[src/fqd_pkg.sv]
// Shared types and constants for the handle queue with delete.
`default_nettype none

package fqd_pkg;

   localparam logic [1:0] ACT_ENQUEUE = 2'd0;
   localparam logic [1:0] ACT_DEQUEUE = 2'd1;
   localparam logic [1:0] ACT_DELETE  = 2'd2;
   localparam logic [1:0] ACT_LENGTH  = 2'd3;

   localparam logic STATUS_OK    = 1'b0;
   localparam logic STATUS_ERROR = 1'b1;

   localparam int HANDLE_BITS  = 32;
   localparam int COUNT_BITS   = 5;
   localparam int ACTION_BITS  = 2;
   localparam int REQ_TDATA_W  = 32;
   localparam int RSP_TDATA_W  = 40;
   localparam int RSP_PAD_BITS = RSP_TDATA_W - HANDLE_BITS - COUNT_BITS;

   typedef struct packed {
      logic load;
      logic shift;
   } cell_ctl_type;

endpackage

`default_nettype wire

[src/fqd_cell.sv]
// One queue slot: holds a handle, loads it or takes its right neighbor, compares to a key.
`default_nettype none

module fqd_cell #(
   parameter int W = 32
) (
   input  wire                   clock,
   input  wire fqd_pkg::cell_ctl_type ctl,
   input  wire  [W-1:0]          load_data,
   input  wire  [W-1:0]          right_data,
   input  wire  [W-1:0]          key,
   output logic [W-1:0]          data_out,
   output logic                  match
);

   logic [W-1:0] data_ff;
   logic [W-1:0] data_in;

   always_comb begin
      data_in = data_ff;
      if (ctl.load) begin
         data_in = load_data;
      end else if (ctl.shift) begin
         data_in = right_data;
      end
   end

   always_ff @(posedge clock) begin
      data_ff <= data_in;
   end

   assign data_out = data_ff;
   assign match    = (data_ff == key);

endmodule

`default_nettype wire

[src/fifo_queue_with_delete.sv]
// Top level: bounded handle queue built from a row of shifting cells, with delete by value.
// Enqueue, dequeue, length and a null delete are answered at once; the response is registered and
// shows the cycle after the request is taken.
// A non-null delete on a non-empty queue scans one stored entry per cycle; its last step waits for a free response.
// A new request is taken while a response waits only if that response leaves this cycle.
// Synchronous reset clears the count, the controller and the response valid, not the slots.
`default_nettype none

module fifo_queue_with_delete #(
   parameter int DEPTH        = 16,
   parameter int HANDLE_WIDTH = 32
) (
   input  wire                                 clock,
   input  wire                                 reset,
   input  wire                                 req_tvalid,
   output logic                                req_tready,
   input  wire  [fqd_pkg::REQ_TDATA_W-1:0]     req_tdata,   // [31:0] handle_in
   input  wire  [fqd_pkg::ACTION_BITS-1:0]     req_tuser,   // [1:0] action
   output logic                                rsp_tvalid,
   input  wire                                 rsp_tready,
   output logic [fqd_pkg::RSP_TDATA_W-1:0]     rsp_tdata,   // [31:0] handle_out, [36:32] count_out
   output logic [0:0]                          rsp_tuser    // [0] status
);

   localparam int SW = (HANDLE_WIDTH < fqd_pkg::HANDLE_BITS) ? HANDLE_WIDTH
                                                              : fqd_pkg::HANDLE_BITS;
   localparam int CW = $clog2(DEPTH + 1);
   localparam int IW = $clog2(DEPTH);

   typedef enum logic {
      ST_IDLE,
      ST_SWEEP
   } state_type;

   state_type                        state_ff, state_in;
   logic [CW-1:0]                    count_ff, count_in;
   logic [IW-1:0]                    ptr_ff, ptr_in;
   logic                             found_ff, found_in;
   logic [SW-1:0]                    key_ff, key_in;
   logic                             rsp_valid_ff, rsp_valid_in;
   logic                             rsp_status_ff, rsp_status_in;
   logic [fqd_pkg::HANDLE_BITS-1:0]  rsp_handle_ff, rsp_handle_in;
   logic [fqd_pkg::COUNT_BITS-1:0]   rsp_count_ff, rsp_count_in;

   fqd_pkg::cell_ctl_type            ctl [DEPTH];
   logic [SW-1:0]                    cell_data [DEPTH];
   logic [DEPTH-1:0]                 match;

   logic [SW-1:0]                    handle;
   logic                             out_free;
   logic                             req_fire;
   logic                             hit;
   logic                             last;

   assign handle   = req_tdata[SW-1:0];
   assign out_free = !rsp_valid_ff || rsp_tready;
   assign req_tready = (state_ff == ST_IDLE) && out_free;
   assign req_fire = req_tvalid && req_tready;
   assign hit      = found_ff || match[ptr_ff];
   assign last     = (CW'(ptr_ff) + CW'(1)) == count_ff;

   always_comb begin
      state_in      = state_ff;
      count_in      = count_ff;
      ptr_in        = ptr_ff;
      found_in      = found_ff;
      key_in        = key_ff;
      rsp_valid_in  = rsp_valid_ff && !rsp_tready;
      rsp_status_in = rsp_status_ff;
      rsp_handle_in = rsp_handle_ff;
      rsp_count_in  = rsp_count_ff;
      for (int i = 0; i < DEPTH; i++) begin
         ctl[i] = '0;
      end

      unique case (state_ff)
         ST_IDLE: begin
            if (req_fire) begin
               rsp_status_in = fqd_pkg::STATUS_OK;
               rsp_handle_in = '0;
               unique case (req_tuser)
                  fqd_pkg::ACT_ENQUEUE: begin
                     rsp_valid_in = 1'b1;
                     if (handle == '0 || count_ff == CW'(DEPTH)) begin
                        rsp_status_in = fqd_pkg::STATUS_ERROR;
                     end else begin
                        for (int i = 0; i < DEPTH; i++) begin
                           ctl[i].load = (count_ff == CW'(i));
                        end
                        count_in = count_ff + CW'(1);
                     end
                  end
                  fqd_pkg::ACT_DEQUEUE: begin
                     rsp_valid_in = 1'b1;
                     if (count_ff == '0) begin
                        rsp_status_in = fqd_pkg::STATUS_ERROR;
                     end else begin
                        for (int i = 0; i < DEPTH; i++) begin
                           ctl[i].shift = 1'b1;
                        end
                        rsp_handle_in = fqd_pkg::HANDLE_BITS'(cell_data[0]);
                        count_in      = count_ff - CW'(1);
                     end
                  end
                  fqd_pkg::ACT_DELETE: begin
                     if (handle == '0 || count_ff == '0) begin
                        rsp_valid_in  = 1'b1;
                        rsp_status_in = fqd_pkg::STATUS_ERROR;
                     end else begin
                        key_in   = handle;
                        ptr_in   = '0;
                        found_in = 1'b0;
                        state_in = ST_SWEEP;
                     end
                  end
                  fqd_pkg::ACT_LENGTH: begin
                     rsp_valid_in = 1'b1;
                  end
                  default: begin
                     rsp_valid_in = 1'b1;
                  end
               endcase
               rsp_count_in = fqd_pkg::COUNT_BITS'(count_in);
            end
         end
         ST_SWEEP: begin
            if (!last || out_free) begin
               for (int i = 0; i < DEPTH; i++) begin
                  ctl[i].shift = hit && (ptr_ff == IW'(i));
               end
               found_in = hit;
               ptr_in   = IW'(ptr_ff + 1'b1);
               if (last) begin
                  count_in      = hit ? count_ff - CW'(1) : count_ff;
                  rsp_valid_in  = 1'b1;
                  rsp_status_in = hit ? fqd_pkg::STATUS_OK : fqd_pkg::STATUS_ERROR;
                  rsp_handle_in = '0;
                  rsp_count_in  = fqd_pkg::COUNT_BITS'(count_in);
                  state_in      = ST_IDLE;
               end
            end
         end
         default: begin
            state_in = ST_IDLE;
         end
      endcase
   end

   always_ff @(posedge clock) begin
      if (reset) begin
         state_ff     <= ST_IDLE;
         count_ff     <= '0;
         rsp_valid_ff <= 1'b0;
         found_ff     <= 1'b0;
         ptr_ff       <= '0;
      end else begin
         state_ff     <= state_in;
         count_ff     <= count_in;
         rsp_valid_ff <= rsp_valid_in;
         found_ff     <= found_in;
         ptr_ff       <= ptr_in;
      end
      key_ff        <= key_in;
      rsp_status_ff <= rsp_status_in;
      rsp_handle_ff <= rsp_handle_in;
      rsp_count_ff  <= rsp_count_in;
   end

   for (genvar g = 0; g < DEPTH; g++) begin : g_cell
      logic [SW-1:0] right;
      if (g == DEPTH - 1) begin : g_tail
         assign right = '0;
      end else begin : g_body
         assign right = cell_data[g+1];
      end
      fqd_cell #(
         .W (SW)
      ) u_cell (
         .clock      (clock),
         .ctl        (ctl[g]),
         .load_data  (handle),
         .right_data (right),
         .key        (key_ff),
         .data_out   (cell_data[g]),
         .match      (match[g])
      );
   end

   assign rsp_tvalid = rsp_valid_ff;
   assign rsp_tdata  = {{fqd_pkg::RSP_PAD_BITS{1'b0}}, rsp_count_ff, rsp_handle_ff};
   assign rsp_tuser  = rsp_status_ff;

endmodule

`default_nettype wire

[config.mk]
export PLATFORM = sky130hd
export DESIGN_NAME = fifo_queue_with_delete
export DESIGN_NICKNAME = d
export VERILOG_FILES = /design/src/fqd_pkg.sv /design/src/fqd_cell.sv /design/src/fifo_queue_with_delete.sv
export SDC_FILE = /design/constraint.sdc
export NUM_CORES = 1
export LEC_CHECK = 0
export BUFFER_PORTS_ARGS = -buffer_cell sky130_fd_sc_hd__buf_2
export CAP_MARGIN = 0
export CORE_MARGIN = 4
export CORE_UTILIZATION = 65
export CTS_CLUSTER_SIZE = 12
export DETAILED_ROUTE_END_ITERATION = 16
export PLACE_DENSITY = 0.82
export SLEW_MARGIN = 20
export SYNTH_ARGS = -nofsm -noshare
export SYNTH_HDL_FRONTEND = slang
export SYNTH_HIERARCHICAL = 1
export SYNTH_SLANG_ARGS = --single-unit
export TNS_END_PERCENT = 5
[constraint.sdc]
create_clock -name clock -period 5 [get_ports clock]
set_input_delay 0.25 -clock clock [delete_from_list [all_inputs] [get_ports clock]]
set_output_delay 0.25 -clock clock [all_outputs]
set_load 0.02 [all_outputs]
==> results of run 1 <==
-- worst reg2reg max path, cell delays in order, from the launching register on --
cell	delay (ps)
edfxtp_1	800
buf_4	300
xor2_1	90
nor4_1	450
nand4_1	250
nor2_1	270
mux4_2	280
mux2_2	170
o22a_1	400
nand3_1	230
o21ai_0	430
or2_2	190
buf_4	370
-- metrics by stage --
| step | hold WS (ps) | area [µm²] | setup WS (ps) |
|---|---|---|---|
| floorplan | 349 | 31700 | 1790 |
| global placement | 493 | 33100 | 665 |
| detailed placement | 505 | 33100 | 570 |
| CTS | 41.2 | 34800 | 473 |
| global route | 63.3 | 34900 | 175 |
| finish | 84.0 | 34900 | 370 |
-- synthesized netlist by cell type, types with 3 or more instances --
cell type	count	share of area [%]
a21oi_1	15	0.24
a31oi_1	4	0.079
and3_1	40	0.79
and4_1	3	0.083
buf_2	20	0.32
buf_4	3	0.071
buf_6	50	1.8
clkbuf_1	15	0.18
dfxtp_1	12	0.76
edfxtp_1	582	55
ha_1	10	0.40
inv_1	10	0.12
mux2_2	516	18
nand2_1	24	0.29
nand2b_1	10	0.20
nand3_1	13	0.21
nand3b_1	4	0.095
nand4_1	35	0.69
nor2_1	43	0.51
nor2b_1	3	0.060
nor3_1	5	0.079
nor4_1	137	2.7
o211ai_1	6	0.14
o21ai_0	29	0.46
or2_2	20	0.40
xnor2_1	6	0.17
xor2_1	514	14
-- kinds of logic (layout without fill, tap and decap cells) --
kind of cell    Yosys count  in the layout  share of synthesized area [%]
xor+xnor                520            520                           14.4
fa+ha+maj                10             10                          0.397
other cells               1             37                         0.0119
simple gates            344            344                           6.32
buf+inv                  99            301                           2.48
mux                     520            520                           18.7
compound gates           72             72                           1.42
flops                   594            594                           56.2
-- cell type report --
| class | instances | area (µm²) |
|---|---|---|
| inverters | 10 | 37.5 |
| diodes | 2 | 5.00 |
| clock buffers | 85 | 1630 |
| well taps | 615 | 769 |
| multi-input cells | 1501 | 13200 |
| clock inverters | 18 | 76.3 |
| repair buffers | 188 | 1400 |
| fillers | 3025 | 13000 |
| flip-flops and latches | 594 | 17700 |
-- power groups by stage --
stage / clock, mW / combinational, mW / sequential, mW
3_5_place_dp: 0 / 0.925 / 5.97
3_3_place_gp: 0 / 0.894 / 5.96
6_report: 4.06 / 0.950 / 5.87
4_1_cts: 4.11 / 0.937 / 5.87
5_1_grt: 4.32 / 1.02 / 5.89
2_1_floorplan: 0 / 0.535 / 5.98
-- what timing repair did --
item / 4_1_cts / 5_1_grt
gates resized for setup: 0 / 0
hold buffers: 3 / 0
hold endpoints to repair: 7 / 0
-- metal layers --
metal	track usage [%]	vias up	share of wire (%)
met1	37.5	9449	42
met4	8.40	0	3.1
met2	45.6	655	48
met3	4.88	134	6.6
met5	0	-	0
li1	-	8485	-
-- cell usage in the layout (no fill, tap or decap), drive strengths merged, types with 21 or more instances in the layout --
cell type  synthesis  layout
nand2             24      24
xor2             514     514
edfxtp           582     582
conb               1      35
nor4             137     137
mux2             516     516
or2               21      21
nor2              43      43
and3              40      40
buf               74     185
clkbuf            15      85
o21ai             29      29
nand4             35      35
-- sequential cells by signal, indices dropped and copies added (netlist names) --
signal,flops
count_ff,5
found_ff,1
g_cell.u_cell/data_out,512
key_ff,32
ptr_ff,4
rsp_count_ff,5
rsp_handle_ff,32
rsp_tuser,1
rsp_tvalid,1
state_ff,1
-- worst max-delay path by stage --
stage / end / slack [ps] / startpoint
after CTS: g_cell[12].u_cell/data_out[18]$_DFFE_PP_ / 470 / key_ff[15]$_DFFE_PP_
after global placement: g_cell[12].u_cell/data_out[5]$_DFFE_PP_ / 670 / key_ff[27]$_DFFE_PP_
after global routing: g_cell[12].u_cell/data_out[18]$_DFFE_PP_ / 180 / key_ff[15]$_DFFE_PP_
final: g_cell[12].u_cell/data_out[5]$_DFFE_PP_ / 370 / key_ff[15]$_DFFE_PP_
after floorplan: g_cell[6].u_cell/data_out[0]$_DFFE_PP_ / 1790 / key_ff[27]$_DFFE_PP_
after detailed placement: g_cell[12].u_cell/data_out[5]$_DFFE_PP_ / 570 / key_ff[14]$_DFFE_PP_
==> results.json, run 1 <==
{
  "cp_slowest_cell": "edfxtp_1",
  "clk_pin_slew_ps": 60,
  "grt_overflow": 0,
  "instances_no_fill": 3013,
  "place_inst": 2905,
  "synth.yosys.seq_area_share_pct": 56.2,
  "synthArstFlopShare_pct": 0,
  "slew_viol_final": 0,
  "combPwrFrac_pct": 8.7,
  "drive_above_1_share_pct": 33.8,
  "grt_pass1_wl_um": 113000,
  "dieArea_um2": 52100,
  "core-area_um2": 47800,
  "worstReg2RegStart": "key_ff[15]$_DFFE_PP_",
  "dr.pass1.iters": 5,
  "crit_family": "simple AND/OR/NAND/NOR gates",
  "areaGrowthSynthToFinish_pct": 10.5,
  "die_y_um": 228,
  "cts_root_buf": "clkbuf_16",
  "yosysWarningCount": 6,
  "crit_path_end_kind": "flip-flop",
  "gp_congestion": 0.921,
  "syn_area_um2": 31500,
  "peakVddDrop_uv": 307,
  "p_int_mw": 8.31,
  "critPathKind": "flip-flop to flip-flop",
  "avgSynthCellArea_um2": 14.6,
  "ys_ff_latch": 594,
  "max_freq_ghz": 0.216,
  "grt_pass1_vias": 19700,
  "synth_cells": 2160,
  "die_w_um": 228,
  "worstHoldStart": "req_tdata[13]",
  "clock_latency_ps": 630,
  "synth_edf_count": 582,
  "seq_power_share_pct": 53.9,
  "clockBufferDepth": 3,
  "whs_endpoint": "key_ff[13]$_DFFE_PP_",
  "start_util_pct": 65.9,
  "sw_frac_of_total_pct": 23.6,
  "clkPwrFrac_pct": 37.3,
  "rsz0062_at_grt": "no",
  "critical_path_arrival_ps": 4890,
  "rr_worst_depth": 12,
  "postRouteAntennaNets": 0,
  "cellLeakagePower_nw": 12.2,
  "grt_max_degree": 40,
  "cts_setup_buffers": 0,
  "fp-row-count": 80,
  "drc": 0,
  "crit_cells": 12,
  "cts_sinks": 594,
  "path_buf_inv": 2,
  "routed_wirelength_um": 73100,
  "hold_violations": 0,
  "antenna_found_initial": 4,
  "required_ps": 5260,
  "post-route-util_pct": 72.8,
  "start_kind": "flip-flop",
  "vias": 18700,
  "finalCriticalPeriod_ps": 4630,
  "power_density_nw_per_um2": 312,
  "worst_pin_slew_ps": 944,
  "ys_types": 52,
  "io_pins": 81,
  "cts_tree": "done",
  "switchingPower_mw": 2.57,
  "port_buffers": 77,
  "synth_ff_type": "edfxtp_1",
  "total_power_mw": 10.9,
  "relSlewSlack_pct": 37.1,
  "holdCritPathClass": "input pin to flip-flop",
  "drv_cap": 0,
  "fin_setup_tns_ps": 0,
  "rr_endpoint": "g_cell[12].u_cell/data_out[5]$_DFFE_PP_",
  "period_share_pct": 92.6,
  "fin_nets": 2403,
  "cts_buffers": 60,
  "status": "finished clean",
  "hpwl_um": 53000,
  "skew_ps": 19.2,
  "path_max_fanout": 32,
  "first_iter_violations": 1463,
  "critical_path.most_common_cell": "buf_4",
  "grt_usage_pct": 27.5,
  "htree_levels": 2,
  "rrSetupSlack_ps": 370,
  "avgRoutedWirePerCell_um": 24.3,
  "path_cells": "buf_4 > xor2_1 > nor4_1 > nand4_1 > nor2_1 > mux4_2 > mux2_2 > o22a_1 > nand3_1 > o21ai_0 > or2_2 > buf_4",
  "max_stage_delay_ps": 800,
  "hold_depth": 1,
  "finalSetupViolations": 0,
  "vias_per_cell": 6.21
}
Note: power is estimated with default switching activity, not from simulation.
==> run 2, diff against run 1 <==
--- a/config.mk
+++ b/config.mk
@@ -14,3 +14,2 @@
 export PLACE_DENSITY = 0.82
-export SLEW_MARGIN = 20
 export SYNTH_ARGS = -nofsm -noshare
==> constraint.sdc (replaced) <==
create_clock -name clock -period 5 [get_ports clock]
set_input_delay 0.75 -clock clock [delete_from_list [all_inputs] [get_ports clock]]
set_output_delay 0.75 -clock clock [all_outputs]
set_load 0.02 [all_outputs]
==> results.json, run 2 (synthesized netlist as in run 1, its figures left out) <==
{
  "final_cell_mix": "edfxtp_1, mux2_2, xor2_1, nor4_1, buf_4",
  "place_inst": 2922,
  "fin_setup_tns_ps": 0,
  "dieArea_um2": 52100,
  "cts_root_buf": "clkbuf_16",
  "cts_setup_buffers": 0,
  "drc": 0,
  "path_cells": "buf_4 > xor2_1 > nor4_1 > nand4_1 > nor2_1 > mux4_2 > mux2_2 > o22a_1 > nand3_1 > o21ai_0 > or2_2 > buf_4",
  "cp_slowest_cell": "edfxtp_1",
  "worstHoldStart": "reset",
  "cts_sinks": 594,
  "max_stage_delay_ps": 600,
  "clk_pin_slew_ps": 60,
  "post_cts_resized": 0,
  "vias_per_cell": 6.25,
  "required_ps": 5270,
  "crit_family": "simple AND/OR/NAND/NOR gates",
  "largest_register_ffs": 512,
  "power_density_nw_per_um2": 317,
  "gp_congestion": 0.913,
  "io_pins": 81,
  "n_fill_cell": 3050,
  "startpoint": "key_ff[27]$_DFFE_PP_",
  "relSlewSlack_pct": 15.4,
  "start_kind": "flip-flop",
  "grt_pass1_wl_um": 113000,
  "fin_nets": 2418,
  "port_buffers": 77,
  "worst_hold_slack_ps": 432,
  "routed_wirelength_um": 73400,
  "clock_latency_ps": 630,
  "start_util_pct": 65.9,
  "avgRoutedWirePerCell_um": 24.3,
  "drv_cap": 0,
  "cts_tree": "done",
  "hpwl_um": 53900,
  "die_w_um": 228,
  "die_y_um": 228,
  "path_buf_inv": 2,
  "dr.pass1.iters": 5,
  "skew_ps": 20.4,
  "finalSetupViolations": 0,
  "slew_viol_final": 0,
  "critical_path.most_common_cell": "buf_4",
  "core-area_um2": 47800,
  "areaGrowthSynthToFinish_pct": 11.1,
  "dpl_worst_slack_ps": 571,
  "cts_buffers": 61,
  "final_common_cell": "edfxtp_1",
  "critPathKind": "flip-flop to flip-flop",
  "crit_path_end_kind": "flip-flop",
  "grt_pass1_vias": 19600,
  "cellLeakagePower_nw": 12.3,
  "setup_ws_ps": 425,
  "grt_overflow": 0,
  "grt_usage_pct": 27.8,
  "hold_violations": 0,
  "antenna_found_initial": 2,
  "hold_buffers": 0,
  "path_max_fanout": 32,
  "clockBufferDepth": 3,
  "instances_no_fill": 3026,
  "vias": 18900,
  "postRouteAntennaNets": 0,
  "fp-row-count": 80,
  "htree_levels": 2,
  "grt_max_degree": 40,
  "critical_path_arrival_ps": 4840,
  "drive_above_1_share_pct": 34.4,
  "status": "finished clean",
  "rsz0062_at_grt": "no",
  "max_freq_ghz": 0.219,
  "peakVddDrop_uv": 289,
  "holdCritPathClass": "input pin to flip-flop",
  "finalCriticalPeriod_ps": 4580,
  "worstReg2RegStart": "key_ff[27]$_DFFE_PP_",
  "period_share_pct": 91.5,
  "worst_pin_slew_ps": 1260,
  "first_iter_violations": 1682
}
==> run 2: cell types whose count changed in the layout (fill, tap and decap cells not counted), moves of 2 or more <==
cell,change
clkbuf_1,-8
bufinv_16,+3
clkbuf_16,+2
dlygate4sd3_1,-3
clkinv_1,+4
buf_4,+19
buf_12,-2
clkinv_2,-2
==> run 2: routing by layer <==
metal	vias to the layer above	GRT usage, %	part of all wire, %	wire length (µm)
met5	-	0	0	0
met4	0	8.52	2.9	2120
met3	123	4.80	7.6	5570
met2	769	45.4	47	34900
met1	9515	38.7	42	30900
li1	8510	-	-	-
==> run 2: final timing paths <==
| check | cells after the start | end | slack (ps) |
|---|---|---|---|
| worst min-delay path | 2 | found_ff$_SDFFE_PP0P_ | 430 |
| worst max register to register | 12 | g_cell[12].u_cell/data_out[28]$_DFFE_PP_ | 420 |
| worst min register to register | 2 | found_ff$_SDFFE_PP0P_ | 560 |
| worst max-delay path | 12 | g_cell[12].u_cell/data_out[28]$_DFFE_PP_ | 420 |
==> run 2: worst reg2reg max path: cells and delay by family (launching register included) <==
kind | cells | cell delay (ps)
buf+inv | 2 | 680
compound gates | 2 | 760
simple gates | 5 | 1490
xor+xnor | 1 | 180
flops | 1 | 600
mux | 2 | 470
==> run 2: report_power, final <==
group          internal (mW)  total [mW]  leakage [nW]  switching, mW
sequential              5.71        5.87          5.42          0.160
clock                   2.42        4.26         0.888           1.84
combinational          0.383       0.964          5.96          0.580
==> run 2: layout make-up <==
type / instances / area (µm²) / share of cell area, %
Antenna cell: 1 / 2.50 / 0.00714
Clock buffer: 78 / 1630 / 4.66
Timing Repair Buffer: 202 / 1470 / 4.21
Inverter: 10 / 37.5 / 0.107
Sequential cell: 594 / 17700 / 50.6
Clock inverter: 25 / 189 / 0.539
Tap cell: 615 / 769 / 2.20
Multi-Input combinational cell: 1501 / 13200 / 37.7
==> run 2: metrics by stage <==
| step | area (µm²) | total power [mW] | utilization, % |
|---|---|---|---|
| 5_1_grt | 35000 | 11.4 | 73.2 |
| 3_5_place_dp | 33200 | 6.91 | 69.4 |
| 6_report | 35000 | 11.1 | 73.2 |
| 3_3_place_gp | 33200 | 6.87 | 69.4 |
| 4_1_cts | 35000 | 11.1 | 73.2 |
| 2_1_floorplan | 31700 | 6.51 | - |
